--- config.mk ---
export PLATFORM = sky130hd
export DESIGN_NAME = wav_pcm_to_mono8_stream
export DESIGN_NICKNAME = d
export VERILOG_FILES = /design/src/hdl/wpm_pkg.sv /design/src/hdl/wpm_front.sv /design/src/hdl/wpm_queue.sv /design/src/hdl/wpm_back.sv /design/src/hdl/wav_pcm_to_mono8_stream.sv
export SDC_FILE = /design/constraint.sdc
export NUM_CORES = 1
export LEC_CHECK = 0
export BUFFER_PORTS_ARGS = -buffer_cell sky130_fd_sc_hd__buf_2
export CAP_MARGIN = 20
export CORE_MARGIN = 10
export CORE_UTILIZATION = 60
export DETAILED_ROUTE_END_ITERATION = 10
export GPL_TIMING_DRIVEN = 1
export PLACE_DENSITY = 0.77
export SLEW_MARGIN = 20
export SYNTH_ARGS = -nofsm -noshare
export SYNTH_HDL_FRONTEND = slang
export SYNTH_HIERARCHICAL = 1
export SYNTH_SLANG_ARGS = --single-unit
export TNS_END_PERCENT = 50
--- constraint.sdc ---
create_clock -name clock -period 9.5 [get_ports clock]
set_clock_uncertainty 0.2 [all_clocks]
set_input_delay 1.9 -clock clock [delete_from_list [all_inputs] [get_ports clock]]
set_output_delay 1.9 -clock clock [all_outputs]
set_load 0.005 [all_outputs]
--- src/hdl/wpm_pkg.sv ---
// Shared types and constants of the WAVE PCM to mono 8-bit stream block.
package wpm_pkg;

   localparam int unsigned QUEUE_DEPTH = 4;

   localparam logic [31:0] TAG_RIFF = 32'h5249_4646;
   localparam logic [31:0] TAG_WAVE = 32'h5741_5645;
   localparam logic [31:0] TAG_FMT  = 32'h666D_7420;
   localparam logic [31:0] TAG_DATA = 32'h6461_7461;
   localparam logic [31:0] FMT_MIN_LEN = 32'd16;

   localparam logic [1:0] KIND_FORMAT = 2'd0;
   localparam logic [1:0] KIND_SAMPLE = 2'd1;
   localparam logic [1:0] KIND_ERROR  = 2'd2;

   localparam logic [2:0] ERR_TAG       = 3'd0;
   localparam logic [2:0] ERR_SHORT_FMT = 3'd1;
   localparam logic [2:0] ERR_FORMAT    = 3'd2;
   localparam logic [2:0] ERR_NO_FRAMES = 3'd3;
   localparam logic [2:0] ERR_TRUNCATED = 3'd4;
   localparam logic [2:0] ERR_NO_FMT    = 3'd5;

   typedef enum logic [1:0] {
      OP_FORMAT = 2'd0,
      OP_ERROR  = 2'd1,
      OP_BYTE   = 2'd2
   } op_kind_type;

   // One command from the parser to the mixer.
   typedef struct packed {
      op_kind_type kind;
      logic [7:0]  data;
      logic [2:0]  code;
      logic [31:0] rate;
      logic [31:0] frames;
      logic        is16;
      logic        stereo;
      logic        odd;
      logic        frame_end;
      logic        last;
   } op_type;

endpackage

--- src/hdl/wpm_front.sv ---
// Parser: accepts file bytes, walks the chunks and issues mixer commands.
module wpm_front (
   input  logic            clock,
   input  logic            reset,
   input  logic            accept,
   input  logic [7:0]      data_byte,
   input  logic            start_of_file,
   input  logic            end_of_file,
   output logic            push,
   output wpm_pkg::op_type op
);

   typedef enum logic [7:0] {
      PH_IDLE = 8'b0000_0001,
      PH_HDR  = 8'b0000_0010,
      PH_CHDR = 8'b0000_0100,
      PH_FMT  = 8'b0000_1000,
      PH_SKIP = 8'b0001_0000,
      PH_PAD  = 8'b0010_0000,
      PH_DATA = 8'b0100_0000,
      PH_DONE = 8'b1000_0000
   } phase_type;

   phase_type   phase_ff, phase_in;
   logic [31:0] bc_ff, bc_in;
   logic [31:0] cl_ff, cl_in;
   logic [31:0] tag_ff, tag_in;
   logic [15:0] fc_ff, fc_in;
   logic [1:0]  ch_ff, ch_in;
   logic [4:0]  sb_ff, sb_in;
   logic [31:0] rate_ff, rate_in;
   logic        fs_ff, fs_in;
   logic [31:0] fl_ff, fl_in;
   logic [1:0]  fbi_ff, fbi_in;

   always_comb begin
      logic [31:0] frames;
      logic        is16;
      logic        stereo;
      logic [1:0]  bpf_m1;
      logic [1:0]  frame_shift;
      phase_in = phase_ff;
      bc_in    = bc_ff;
      cl_in    = cl_ff;
      tag_in   = tag_ff;
      fc_in    = fc_ff;
      ch_in    = ch_ff;
      sb_in    = sb_ff;
      rate_in  = rate_ff;
      fs_in    = fs_ff;
      fl_in    = fl_ff;
      fbi_in   = fbi_ff;
      push     = 1'b0;
      op       = '0;
      op.kind  = wpm_pkg::OP_BYTE;
      is16     = (sb_ff == 5'd16);
      stereo   = (ch_ff == 2'd2);
      bpf_m1   = (stereo && is16) ? 2'd3 : ((stereo || is16) ? 2'd1 : 2'd0);
      // log2 of the bytes in one frame
      frame_shift = (stereo && is16) ? 2'd2 : ((stereo || is16) ? 2'd1 : 2'd0);
      frames   = '0;
      if (accept) begin
         if (start_of_file) begin
            phase_in = PH_HDR;
            bc_in = '0; cl_in = '0; tag_in = '0; fc_in = '0; ch_in = '0;
            sb_in = '0; rate_in = '0; fs_in = 1'b0; fl_in = '0; fbi_in = '0;
         end
         if (phase_in == PH_IDLE || phase_in == PH_DONE) begin
            // halt until the next file start
         end else if (end_of_file) begin
            push = 1'b1; op.kind = wpm_pkg::OP_ERROR;
            op.code = wpm_pkg::ERR_TRUNCATED; phase_in = PH_DONE;
         end else begin
            case (phase_in)
               PH_HDR: begin
                  tag_in = {tag_in[23:0], data_byte};
                  if (bc_in == 32'd3 && tag_in != wpm_pkg::TAG_RIFF) begin
                     push = 1'b1; op.kind = wpm_pkg::OP_ERROR;
                     op.code = wpm_pkg::ERR_TAG; phase_in = PH_DONE;
                  end else if (bc_in == 32'd11) begin
                     if (tag_in != wpm_pkg::TAG_WAVE) begin
                        push = 1'b1; op.kind = wpm_pkg::OP_ERROR;
                        op.code = wpm_pkg::ERR_TAG; phase_in = PH_DONE;
                     end else begin
                        bc_in = '0; phase_in = PH_CHDR;
                     end
                  end else begin
                     bc_in = bc_in + 32'd1;
                  end
               end
               PH_CHDR: begin
                  if (bc_in < 32'd4) tag_in = {tag_in[23:0], data_byte};
                  else cl_in = {data_byte, cl_in[31:8]};
                  if (bc_in == 32'd7) begin
                     bc_in = '0;
                     if (tag_in == wpm_pkg::TAG_FMT) begin
                        if (cl_in < wpm_pkg::FMT_MIN_LEN) begin
                           push = 1'b1; op.kind = wpm_pkg::OP_ERROR;
                           op.code = wpm_pkg::ERR_SHORT_FMT; phase_in = PH_DONE;
                        end else begin
                           phase_in = PH_FMT;
                        end
                     end else if (tag_in == wpm_pkg::TAG_DATA) begin
                        frames = cl_in >> frame_shift;
                        if (!fs_in) begin
                           push = 1'b1; op.kind = wpm_pkg::OP_ERROR;
                           op.code = wpm_pkg::ERR_NO_FMT; phase_in = PH_DONE;
                        end else if (fc_in != 16'd1 || ch_in == 2'd0 || sb_in == 5'd0
                                     || rate_in == 32'd0) begin
                           push = 1'b1; op.kind = wpm_pkg::OP_ERROR;
                           op.code = wpm_pkg::ERR_FORMAT; phase_in = PH_DONE;
                        end else if (frames == 32'd0) begin
                           push = 1'b1; op.kind = wpm_pkg::OP_ERROR;
                           op.code = wpm_pkg::ERR_NO_FRAMES; phase_in = PH_DONE;
                        end else begin
                           fl_in = frames; fbi_in = '0; phase_in = PH_DATA;
                           push = 1'b1; op.kind = wpm_pkg::OP_FORMAT;
                           op.rate = rate_in; op.frames = frames;
                        end
                     end else if (cl_in == 32'd0) begin
                        phase_in = cl_in[0] ? PH_PAD : PH_CHDR;
                     end else begin
                        phase_in = PH_SKIP;
                     end
                  end else begin
                     bc_in = bc_in + 32'd1;
                  end
               end
               PH_FMT: begin
                  case (bc_in)
                     32'd0: fc_in = {8'd0, data_byte};
                     32'd1: fc_in = fc_in | {data_byte, 8'd0};
                     32'd2: ch_in = (data_byte == 8'd1 || data_byte == 8'd2) ?
                                    data_byte[1:0] : 2'd0;
                     32'd3: if (data_byte != 8'd0) ch_in = 2'd0;
                     32'd4, 32'd5, 32'd6, 32'd7: rate_in = {data_byte, rate_in[31:8]};
                     32'd14: sb_in = (data_byte == 8'd8 || data_byte == 8'd16) ?
                                     data_byte[4:0] : 5'd0;
                     32'd15: if (data_byte != 8'd0) sb_in = 5'd0;
                     default: ;
                  endcase
                  if (bc_in + 32'd1 == cl_in) begin
                     fs_in = 1'b1; bc_in = '0;
                     phase_in = cl_in[0] ? PH_PAD : PH_CHDR;
                  end else begin
                     bc_in = bc_in + 32'd1;
                  end
               end
               PH_SKIP: begin
                  if (bc_in + 32'd1 == cl_in) begin
                     bc_in = '0; phase_in = cl_in[0] ? PH_PAD : PH_CHDR;
                  end else begin
                     bc_in = bc_in + 32'd1;
                  end
               end
               PH_PAD: begin
                  bc_in = '0; phase_in = PH_CHDR;
               end
               PH_DATA: begin
                  push = 1'b1;
                  op.kind = wpm_pkg::OP_BYTE;
                  op.data = data_byte;
                  op.is16 = is16;
                  op.stereo = stereo;
                  op.odd = fbi_in[0];
                  if (fbi_in == bpf_m1) begin
                     op.frame_end = 1'b1;
                     fbi_in = '0;
                     fl_in = fl_in - 32'd1;
                     if (fl_in == 32'd0) begin
                        op.last = 1'b1; phase_in = PH_DONE;
                     end
                  end else begin
                     fbi_in = fbi_in + 2'd1;
                  end
               end
               default: phase_in = PH_IDLE;
            endcase
         end
      end
   end

   always_ff @(posedge clock) begin
      if (reset) begin
         phase_ff <= PH_IDLE;
         bc_ff <= '0; cl_ff <= '0; tag_ff <= '0; fc_ff <= '0; ch_ff <= '0;
         sb_ff <= '0; rate_ff <= '0; fs_ff <= 1'b0; fl_ff <= '0; fbi_ff <= '0;
      end else begin
         phase_ff <= phase_in;
         bc_ff <= bc_in; cl_ff <= cl_in; tag_ff <= tag_in; fc_ff <= fc_in;
         ch_ff <= ch_in; sb_ff <= sb_in; rate_ff <= rate_in; fs_ff <= fs_in;
         fl_ff <= fl_in; fbi_ff <= fbi_in;
      end
   end

endmodule

--- src/hdl/wpm_queue.sv ---
// Short command queue between the parser and the mixer.
module wpm_queue #(
   parameter int unsigned DEPTH = wpm_pkg::QUEUE_DEPTH
) (
   input  logic            clock,
   input  logic            reset,
   input  logic            push,
   input  wpm_pkg::op_type push_op,
   input  logic            pop,
   output wpm_pkg::op_type head_op,
   output logic            empty,
   output logic            full
);

   localparam int unsigned PW = (DEPTH > 1) ? $clog2(DEPTH) : 1;
   localparam int unsigned CW = $clog2(DEPTH + 1);

   wpm_pkg::op_type slot_ff [DEPTH];
   logic [PW-1:0] wr_ff, wr_in, rd_ff, rd_in;
   logic [CW-1:0] cnt_ff, cnt_in;

   assign empty   = (cnt_ff == '0);
   assign full    = (cnt_ff == CW'(DEPTH));
   assign head_op = slot_ff[rd_ff];

   always_comb begin
      wr_in  = wr_ff;
      rd_in  = rd_ff;
      cnt_in = cnt_ff;
      if (push) wr_in = (wr_ff == PW'(DEPTH - 1)) ? '0 : wr_ff + PW'(1);
      if (pop)  rd_in = (rd_ff == PW'(DEPTH - 1)) ? '0 : rd_ff + PW'(1);
      if (push && !pop) cnt_in = cnt_ff + CW'(1);
      if (pop && !push) cnt_in = cnt_ff - CW'(1);
   end

   always_ff @(posedge clock) begin
      if (reset) begin
         wr_ff <= '0; rd_ff <= '0; cnt_ff <= '0;
      end else begin
         wr_ff <= wr_in; rd_ff <= rd_in; cnt_ff <= cnt_in;
      end
   end

   always_ff @(posedge clock) begin
      if (push) slot_ff[wr_ff] <= push_op;
   end

endmodule

--- src/hdl/wpm_back.sv ---
// Mixer: carries out parser commands and holds the result register.
module wpm_back (
   input  logic            clock,
   input  logic            reset,
   input  logic            have_op,
   input  wpm_pkg::op_type op,
   output logic            pop,
   output logic            rsp_valid,
   input  logic            rsp_ready,
   output logic [1:0]      kind,
   output logic [7:0]      sample,
   output logic [31:0]     rate,
   output logic [31:0]     frames,
   output logic [2:0]      code,
   output logic            last
);

   logic               valid_ff, valid_in;
   logic signed [17:0] sum_ff, sum_in;
   logic [7:0]         low_ff, low_in;
   logic [1:0]         kind_ff, kind_in;
   logic [7:0]         smp_ff, smp_in;
   logic [31:0]        rate_ff, rate_in, frm_ff, frm_in;
   logic [2:0]         code_ff, code_in;
   logic               last_ff, last_in;
   logic               produces;

   assign produces = (op.kind != wpm_pkg::OP_BYTE) || op.frame_end;
   assign pop = have_op && (!produces || !valid_ff || rsp_ready);

   always_comb begin
      logic signed [17:0] contrib, acc, half, v;
      contrib = op.is16 ? 18'(signed'({op.data, low_ff}))
                        : 18'(signed'(op.data ^ 8'h80));
      acc  = sum_ff + contrib;
      half = (acc + $signed({17'd0, acc[17]})) >>> 1;
      v    = op.stereo ? half : acc;
      valid_in = valid_ff;
      sum_in = sum_ff; low_in = low_ff;
      kind_in = kind_ff; smp_in = smp_ff; rate_in = rate_ff; frm_in = frm_ff;
      code_in = code_ff; last_in = last_ff;
      if (valid_ff && rsp_ready) valid_in = 1'b0;
      if (pop) begin
         case (op.kind)
            wpm_pkg::OP_FORMAT: begin
               sum_in = '0; valid_in = 1'b1;
               kind_in = wpm_pkg::KIND_FORMAT; smp_in = '0; rate_in = op.rate;
               frm_in = op.frames; code_in = '0; last_in = 1'b0;
            end
            wpm_pkg::OP_ERROR: begin
               valid_in = 1'b1;
               kind_in = wpm_pkg::KIND_ERROR; smp_in = '0; rate_in = '0;
               frm_in = '0; code_in = op.code; last_in = 1'b0;
            end
            default: begin
               if (op.is16 && !op.odd) begin
                  low_in = op.data;
               end else if (op.frame_end) begin
                  sum_in = '0; valid_in = 1'b1;
                  kind_in = wpm_pkg::KIND_SAMPLE;
                  smp_in = op.is16 ? (v[15:8] ^ 8'h80) : (v[7:0] ^ 8'h80);
                  rate_in = '0; frm_in = '0; code_in = '0; last_in = op.last;
               end else begin
                  sum_in = acc;
               end
            end
         endcase
      end
   end

   always_ff @(posedge clock) begin
      if (reset) begin
         valid_ff <= 1'b0; sum_ff <= '0; low_ff <= '0;
      end else begin
         valid_ff <= valid_in; sum_ff <= sum_in; low_ff <= low_in;
      end
   end

   always_ff @(posedge clock) begin
      kind_ff <= kind_in; smp_ff <= smp_in; rate_ff <= rate_in;
      frm_ff <= frm_in; code_ff <= code_in; last_ff <= last_in;
   end

   assign rsp_valid = valid_ff;
   assign kind = kind_ff;
   assign sample = smp_ff;
   assign rate = rate_ff;
   assign frames = frm_ff;
   assign code = code_ff;
   assign last = last_ff;

endmodule

--- src/hdl/wav_pcm_to_mono8_stream.sv ---
// Top level of the WAVE PCM to mono 8-bit stream block.
//
//   channel   direction   payload
//   req_*     in          tdata data_byte, tuser start_of_file, tlast end_of_file
//   rsp_*     out         tdata sample/rate/frames/error, tuser kind, tlast last
//
// One byte is taken per clock while req_tready is high; the parser finishes a byte
// in the cycle it is taken and the mixer drains one queued command per clock unless
// a held result stalls it; results pass the queue, then the result register.
// Reset is synchronous, active high, and leaves the block waiting for a file start.
// A stalled response fills the command queue; req_tready drops only when it is full.
module wav_pcm_to_mono8_stream #(
   parameter int unsigned QUEUE_DEPTH = wpm_pkg::QUEUE_DEPTH
) (
   input  logic        clock,
   input  logic        reset,
   input  logic        req_tvalid,
   output logic        req_tready,
   input  logic [7:0]  req_tdata,   // [7:0] data_byte
   input  logic        req_tuser,   // [0] start_of_file
   input  logic        req_tlast,   // end_of_file
   output logic        rsp_tvalid,
   input  logic        rsp_tready,
   output logic [79:0] rsp_tdata,   // [7:0] mono_sample, [39:8] rate_hz,
                                    // [71:40] frame_total, [74:72] error_code
   output logic [1:0]  rsp_tuser,   // [1:0] result_kind
   output logic        rsp_tlast    // last_sample
);

   logic            accept, push, pop, empty, full;
   wpm_pkg::op_type push_op, head_op;
   logic [1:0]      kind;
   logic [7:0]      sample;
   logic [31:0]     rate, frames;
   logic [2:0]      code;

   assign req_tready = !full;
   assign accept = req_tvalid && req_tready;

   wpm_front u_front (
      .clock, .reset, .accept,
      .data_byte(req_tdata), .start_of_file(req_tuser), .end_of_file(req_tlast),
      .push, .op(push_op)
   );

   wpm_queue #(.DEPTH(QUEUE_DEPTH)) u_queue (
      .clock, .reset, .push, .push_op, .pop, .head_op, .empty, .full
   );

   wpm_back u_back (
      .clock, .reset, .have_op(!empty), .op(head_op), .pop,
      .rsp_valid(rsp_tvalid), .rsp_ready(rsp_tready),
      .kind, .sample, .rate, .frames, .code, .last(rsp_tlast)
   );

   // Pack the response fields, lowest first, padded to whole bytes.
   assign rsp_tdata = {5'd0, code, frames, rate, sample};
   assign rsp_tuser = kind;

endmodule

## Word-level counts from Yosys, hierarchy flattened

Memories as Yosys holds them, arrays and structs flattened. A register that Yosys moved wholly into a read port is not among the register bits.
Index checks and enable logic that the tools add are counted.

| word-level totals | value |
|---|---|
| memory bits (writable) | 328 |
| memories | 1 |
| input port bits | 14 |
| word-level logic and storage cells | 316 |
| register bits after elaboration | 306 |
| output and inout bits | 85 |

Memory list:

| memory | words | bits a word | read ports | clocked after memory_dff | wr ports | line | RTL |
|---|---|---|---|---|---|---|---|
| u_queue.slot_ff | 4 | 82 | 1 | 1 | 1 | wpm_queue.sv:18 | `wpm_pkg::op_type slot_ff [DEPTH];` |

| cells by class | value |
|---|---|
| add/sub/neg operators | 9 |
| equality and inequality tests | 39 |
| shift-type cells | 1 |
| magnitude comparators | 2 |
| reduce and logical (&&, ||, !) cells | 45 |
| multiplexer cells | 190 |
| bitwise logic cells | 6 |

Operators by type and width:

| kind | count |
|---|---|
| 32-bit two-way mux | 47 |
| 64-bit two-way mux | 5 |
| 32-bit case mux with 2 select lines | 4 |
| 8-bit two-way mux | 23 |
| 82-bit two-way mux | 2 |
| 32-bit logical NOT | 5 |
| 67-bit two-way mux | 2 |
| 32-bit by 3-bit == test with 1-bit output (second input constant) | 4 |
| 32-bit case mux with 4 select lines | 1 |
| 32-bit by 4-bit == test with 1-bit output (second input constant) | 3 |
| 16-bit two-way mux | 6 |
| 2-bit two-way mux | 38 |
| 69-bit two-way mux | 1 |
| 32-bit by 2-bit == test with 1-bit output (second input constant) | 2 |
| 32-bit by 31-bit == test with 1-bit output (second input constant) | 2 |
| 32-bit by 31-bit != test with 1-bit output (second input constant) | 2 |
| 18-bit two-way mux | 3 |
| 5-bit two-way mux | 8 |
| 8-bit case mux with 5 select lines | 1 |
| 18-bit case mux with 2 select lines | 1 |
| 32-bit by 1-bit adder with 32-bit output (second input constant) | 1 |
| 32-bit by 1-bit == test with 1-bit output (second input constant) | 1 |
| 32-bit == test | 1 |
| 32-bit by 3-bit < comparator with 1-bit output (second input constant) | 1 |
| other kinds (46) | 128 |

## Longest topological paths before layout

| depth | value |
|---|---|
| depth in word-level cells | 22 |
| depth in mapped cells | 25 |
| mapped depth without buffers | 19 |

## Cells and area by module

The synthesis kept the hierarchy.

Modules (own cells, without submodules):

| module | area an instance (sq um) | instances | seq. area each (sq um) | cells an instance |
|---|---|---|---|---|
| wpm_front | 14457.6 | 1 | 3883.7 | 2007 |
| wpm_queue | 12363.1 | 1 | 10029.6 | 476 |
| wpm_back | 5614.1 | 1 | 2882.8 | 526 |
| wav_pcm_to_mono8_stream | 55.1 | 1 | 0.0 | 9 |

## Worst setup path after synthesis

No wires, ideal clock.

| timing path | value |
|---|---|
| path kind | in2reg |
| from | input req_tuser |
| to | memory u_queue/slot_ff[0][0] (netlist bit), enable pin |
| path buffers | 7 |
| stages | 19 |
| data arrival time | 7607 ps |
| library setup time | 449 ps |
| data required time | 8851 ps |
| path slack | 1244 ps |
| cells stage by stage | clkbuf_1 inv_1 clkbuf_1 buf_1 clkbuf_1 clkbuf_1 buf_1 nand2_1 inv_1 ha_1 clkbuf_1 nor2b_1 nand2_1 nor2_1 nand2_1 a21oi_1 inv_1 a31oi_1 and2_1 |

| between the ends | value |
|---|---|
| longest elaborated chain between the ends | 18 |
| elaborated cells on any way between the ends | 47 |
| classes of those cells | order compare: 2; eq/ne: 12; mux: 31; reduce/logical: 2 |

RTL lines:

| item | line | RTL |
|---|---|---|
| from (decl) | wav_pcm_to_mono8_stream.sv:20 | `input logic req_tuser,` |
| 32-bit two-way mux | wpm_front.sv:63 | `if (start_of_file) begin` |
| 32-bit two-way mux | wpm_front.sv:62 | `if (accept) begin` |
| 32-bit by 3-bit < comparator with 1-bit output | wpm_front.sv:92 | `if (bc_in < 32'd4) tag_in = {tag_in[23:0], data_byte};` |
| 32-bit two-way mux | wpm_front.sv:92 |  |
| 32-bit two-way mux | wpm_front.sv:74 | `case (phase_in)` |
| 32-bit two-way mux | wpm_front.sv:70 | `end else if (end_of_file) begin` |
| 32-bit two-way mux | wpm_front.sv:68 | `if (phase_in == PH_IDLE \|\| phase_in == PH_DONE) begin` |
| 32-bit two-way mux | wpm_front.sv:62 |  |
| (+3 left out) | -- |  |
| 1-bit two-way mux | wpm_front.sv:94 | `if (bc_in == 32'd7) begin` |
| 1-bit case mux with 3 select lines | wpm_front.sv:74 |  |
| 1-bit two-way mux | wpm_front.sv:70 |  |
| 1-bit two-way mux * | wpm_front.sv:68 |  |
| 1-bit two-way mux * | wpm_front.sv:62 |  |
| net push | wav_pcm_to_mono8_stream.sv:30 | `logic accept, push, pop, empty, full;` |
| 1-bit two-way mux * | wpm_queue.sv:45 | `if (push) slot_ff[wr_ff] <= push_op;` |
| 1-bit two-way mux (not written as such) * | wpm_queue.sv:45 |  |
| to (decl) | wpm_queue.sv:18 |  |

The timed path passes the listed nets; every way through them passes the cells marked *. The select of a mux whose other input is x is not followed.

## Worst setup path in the final report

| timing path | value |
|---|---|
| from | input req_tuser |
| to | register u_front.bc_ff[18] |

| between the ends | value |
|---|---|
| longest elaborated chain between the ends | 9 |
| elaborated cells on any way between the ends | 33 |
| classes of those cells | add/sub: 1; eq/ne: 13; mux: 16; reduce/logical: 3 |

RTL lines:

| item | line | RTL |
|---|---|---|
| parallel branches: the longest is 8 deep, another holds 32-bit by 1-bit adder with 32-bit output | -- |  |
| 32-bit two-way mux * | wpm_front.sv:68 |  |
| to (signal assigned) | wpm_front.sv:190 | `bc_ff <= bc_in; cl_ff <= cl_in; tag_ff <= tag_in; fc_ff <= fc_in;` |
| to (decl) | wpm_front.sv:25 | `logic [31:0] bc_ff, bc_in;` |

Mark *: on every way between the ends. The select of a mux whose other input is x is not followed.
A chain may end at the register's enable or synchronous reset.

==> results.sh <==
export IMPL_worstSetupStartpointType="primary input"
export IMPL_maxSlewViolCount=0
export IMPL_p_leak_nw=12.1
export IMPL_synth_cell_types=102
export IMPL_period_share_pct=79.2
export IMPL_grt_pass1_wl_um=151000
export IMPL_seq_area_frac_synth_pct=51.7
export IMPL_required_ns=9.77
export IMPL_final_cell_area_um2=35500
export IMPL_post_cts_resized=0
export IMPL_wl_per_cell_um=26.4
export IMPL_met3WireLength_um=9130
export IMPL_cts_tree="yes"
export IMPL_path_max_fanout=35
export IMPL_ir_drop_v=0.000147
export IMPL_maxSlewHeadroom_pct=25.0
export IMPL_htree_levels=3
export IMPL_routed_wl_um=99200
export IMPL_hp_start="u_front/sb_ff[3]"
export IMPL_wl_met2_um=46800
export IMPL_avgViaCountPerCell=6.92
export IMPL_die_width_um=253
export IMPL_io_buffers=93
export IMPL_grt_usage_pct=30.5
export IMPL_synth_cells=3018
export IMPL_initial_core_util_pct=60.5
export IMPL_die_y_um=253
export IMPL_worst_slew_pin_slew_ns=1.12
export IMPL_place_gp_congestion=0.977
export IMPL_synth_area_per_cell_um2=10.8
export IMPL_layout_common_cells="edfxtp_1 (406), nor2_1 (372), dfxtp_1 (228)"
export IMPL_crit_start="req_tuser"
export IMPL_maxCapViolations=0
export IMPL_p_per_area_nw_per_um2=232
export IMPL_layout_nets=3056
export IMPL_final_common_cell="edfxtp_1"
export IMPL_cp_top_family="simple AND/OR/NAND/NOR gates"
export IMPL_critPathSlowestCell="inv_1"
export IMPL_clockBufferDepth=3
export IMPL_crit_chain="buf_4 -> inv_1 -> nand2_1 -> inv_1 -> ha_1 -> nand3b_1 -> nor2_1 -> nand4_1 -> or4_1 -> a21oi_1 -> xnor2_1 -> nor4b_1 -> a21oi_1 -> or2_1 -> and2_0 -> a22oi_1 -> nor2_1"
export IMPL_grt_pass1_vias=24815
export IMPL_outcome="completed"
export IMPL_crit_path_end_kind="register"
export IMPL_crit_buf_inv=3
export IMPL_grt_max_degree=77
export IMPL_clock_sinks=636
export IMPL_ant_nets=0
export IMPL_slowest_delay_ns=0.71
export IMPL_antenna_found_initial=1
export IMPL_ys_warn_count=6
export IMPL_overflow=0
export IMPL_cts_root_buffer="clkbuf_16"
export IMPL_ctsHoldBuffers=0
export IMPL_syn2layout_area_growth_pct=9.33
export IMPL_maxUsedRoutingLayer="met4"
export IMPL_vias=26002
export IMPL_rsz0062_at_grt="false"
export IMPL_drt_met1_wl_um=38200
export IMPL_hold_viol=0
export IMPL_min_period_ns=7.52
export IMPL_ys_ff_latch=636
export IMPL_setup_violations=0
export IMPL_ys_flop_type="edfxtp_1"
export IMPL_place_area_um2=33200
export IMPL_synth_async_reset_ratio_pct=0
export IMPL_fin_setup_tns_ns=0
export IMPL_rows=85
export IMPL_cp_arrival_ns=7.79
export IMPL_fmax_mhz=133
export IMPL_cts_buffers=68
export IMPL_firstDrtPassIters=6
export IMPL_clk_pin_slew_ns=0.06
export IMPL_syn_area_um2=32500
export IMPL_dieArea_um2=63900
export IMPL_cts_setup_buffers=0
export IMPL_insertion_delay_ns=0.63
export IMPL_synth_edf_count=406
export IMPL_worstSetupPathType="in -> reg"
export IMPL_core_um2=53700
export IMPL_pin_count=99
export IMPL_place_hpwl_um=67000
export IMPL_drc_errors=0
export IMPL_hold_class="reg -> reg"
export IMPL_drt_iter0_markers=3409
export IMPL_drive_gt1_share_pct=13.7
## Yosys cell counts, drive strengths merged, types with 23 or more instances
master	number	area, µm²
a211oi	26	233
a21oi	183	953
a22oi	129	968
and2	96	601
and3	63	394
buf	58	478
clkbuf	167	629
dfxtp	230	4600
edfxtp	406	12200
ha	32	400
inv	57	214
mux2i	65	651
mux4	85	1920
nand2	163	612
nand3	59	295
nand4	37	231
nor2	374	1400
nor2b	40	250
nor3	71	355
nor4	58	433
o211ai	23	183
o21ai	147	739
o22ai	33	206
or3	29	181
xnor2	40	373
xor2	28	245
## sequential cells by signal, summed over array words and instances (netlist names), 18 cells and up, named ones only
signal           count
u_back/rate         32
u_back/frames       32
u_front/fl_ff       32
u_back/sum_ff       18
u_front/tag_ff      32
u_front/bc_ff       32
u_front/rate_ff     32
u_queue/slot_ff    328
u_front/cl_ff       32
## final timing paths
check,slack (ns),depth (start not counted),endpoint
worst max-delay path,1.98,17,u_front/bc_ff[18]
worst max register to register,3.00,18,u_back/sample[3]
worst min-delay path,0.26,2,u_front/sb_ff[3]
worst min register to register,0.26,2,u_front/sb_ff[3]
## metal layers
metal	track usage [%]	up-vias
met5	0	-
met4	14.3	0
met3	5.87	354
met2	49.2	1569
met1	39.4	12688
li1	-	11391
## area by class of cell
type,count,area [µm²]
fillers,3978,18200
flip-flops and latches,636,16800
multi-input cells,2104,14500
clock buffers,88,1860
repair buffers,141,875
well taps,696,871
clock inverters,36,423
inverters,57,214
diodes,1,2.50
## cells by family after synthesis
kind of cell	after synthesis	share of synthesized area (%)
fa+ha+maj	34	1.36
mux	163	8.36
compound gates	726	15.1
xor+xnor	69	1.97
flops	636	51.7
simple gates	1107	17.4
buf+inv	282	4.07
other cells	1	0.0115
## where the power goes
group	switching, mW	internal [mW]	leakage (nW)
Clock	1.16	1.53	1.11
Sequential	0.137	3.24	5.39
Combinational	1.34	0.818	5.59
## worst reg2reg max path: cells and delay by family, from the launching register on
kind | cells | cell delay, ns
xor+xnor | 1 | 0.25
compound gates | 7 | 1.65
mux | 1 | 0.97
flops | 1 | 0.70
simple gates | 7 | 1.97
fa+ha+maj | 2 | 0.64
## metrics by stage
step / hold slack (ns) / util (%) / instances / power [mW] / setup WS (ns)
global placement: 0.244 / 61.7 / 3632 / 5.50 / 1.73
CTS: 0.260 / 66.0 / 3756 / 8.23 / 2.18
floorplan: 0.232 / - / 3022 / 4.94 / 1.24
global route: 0.294 / 66.1 / 3758 / 8.56 / 1.62
detailed placement: 0.254 / 61.7 / 3632 / 5.55 / 1.59
finish: 0.259 / 66.1 / 3759 / 8.23 / 1.98
Note: power is estimated with default switching activity, not from simulation.
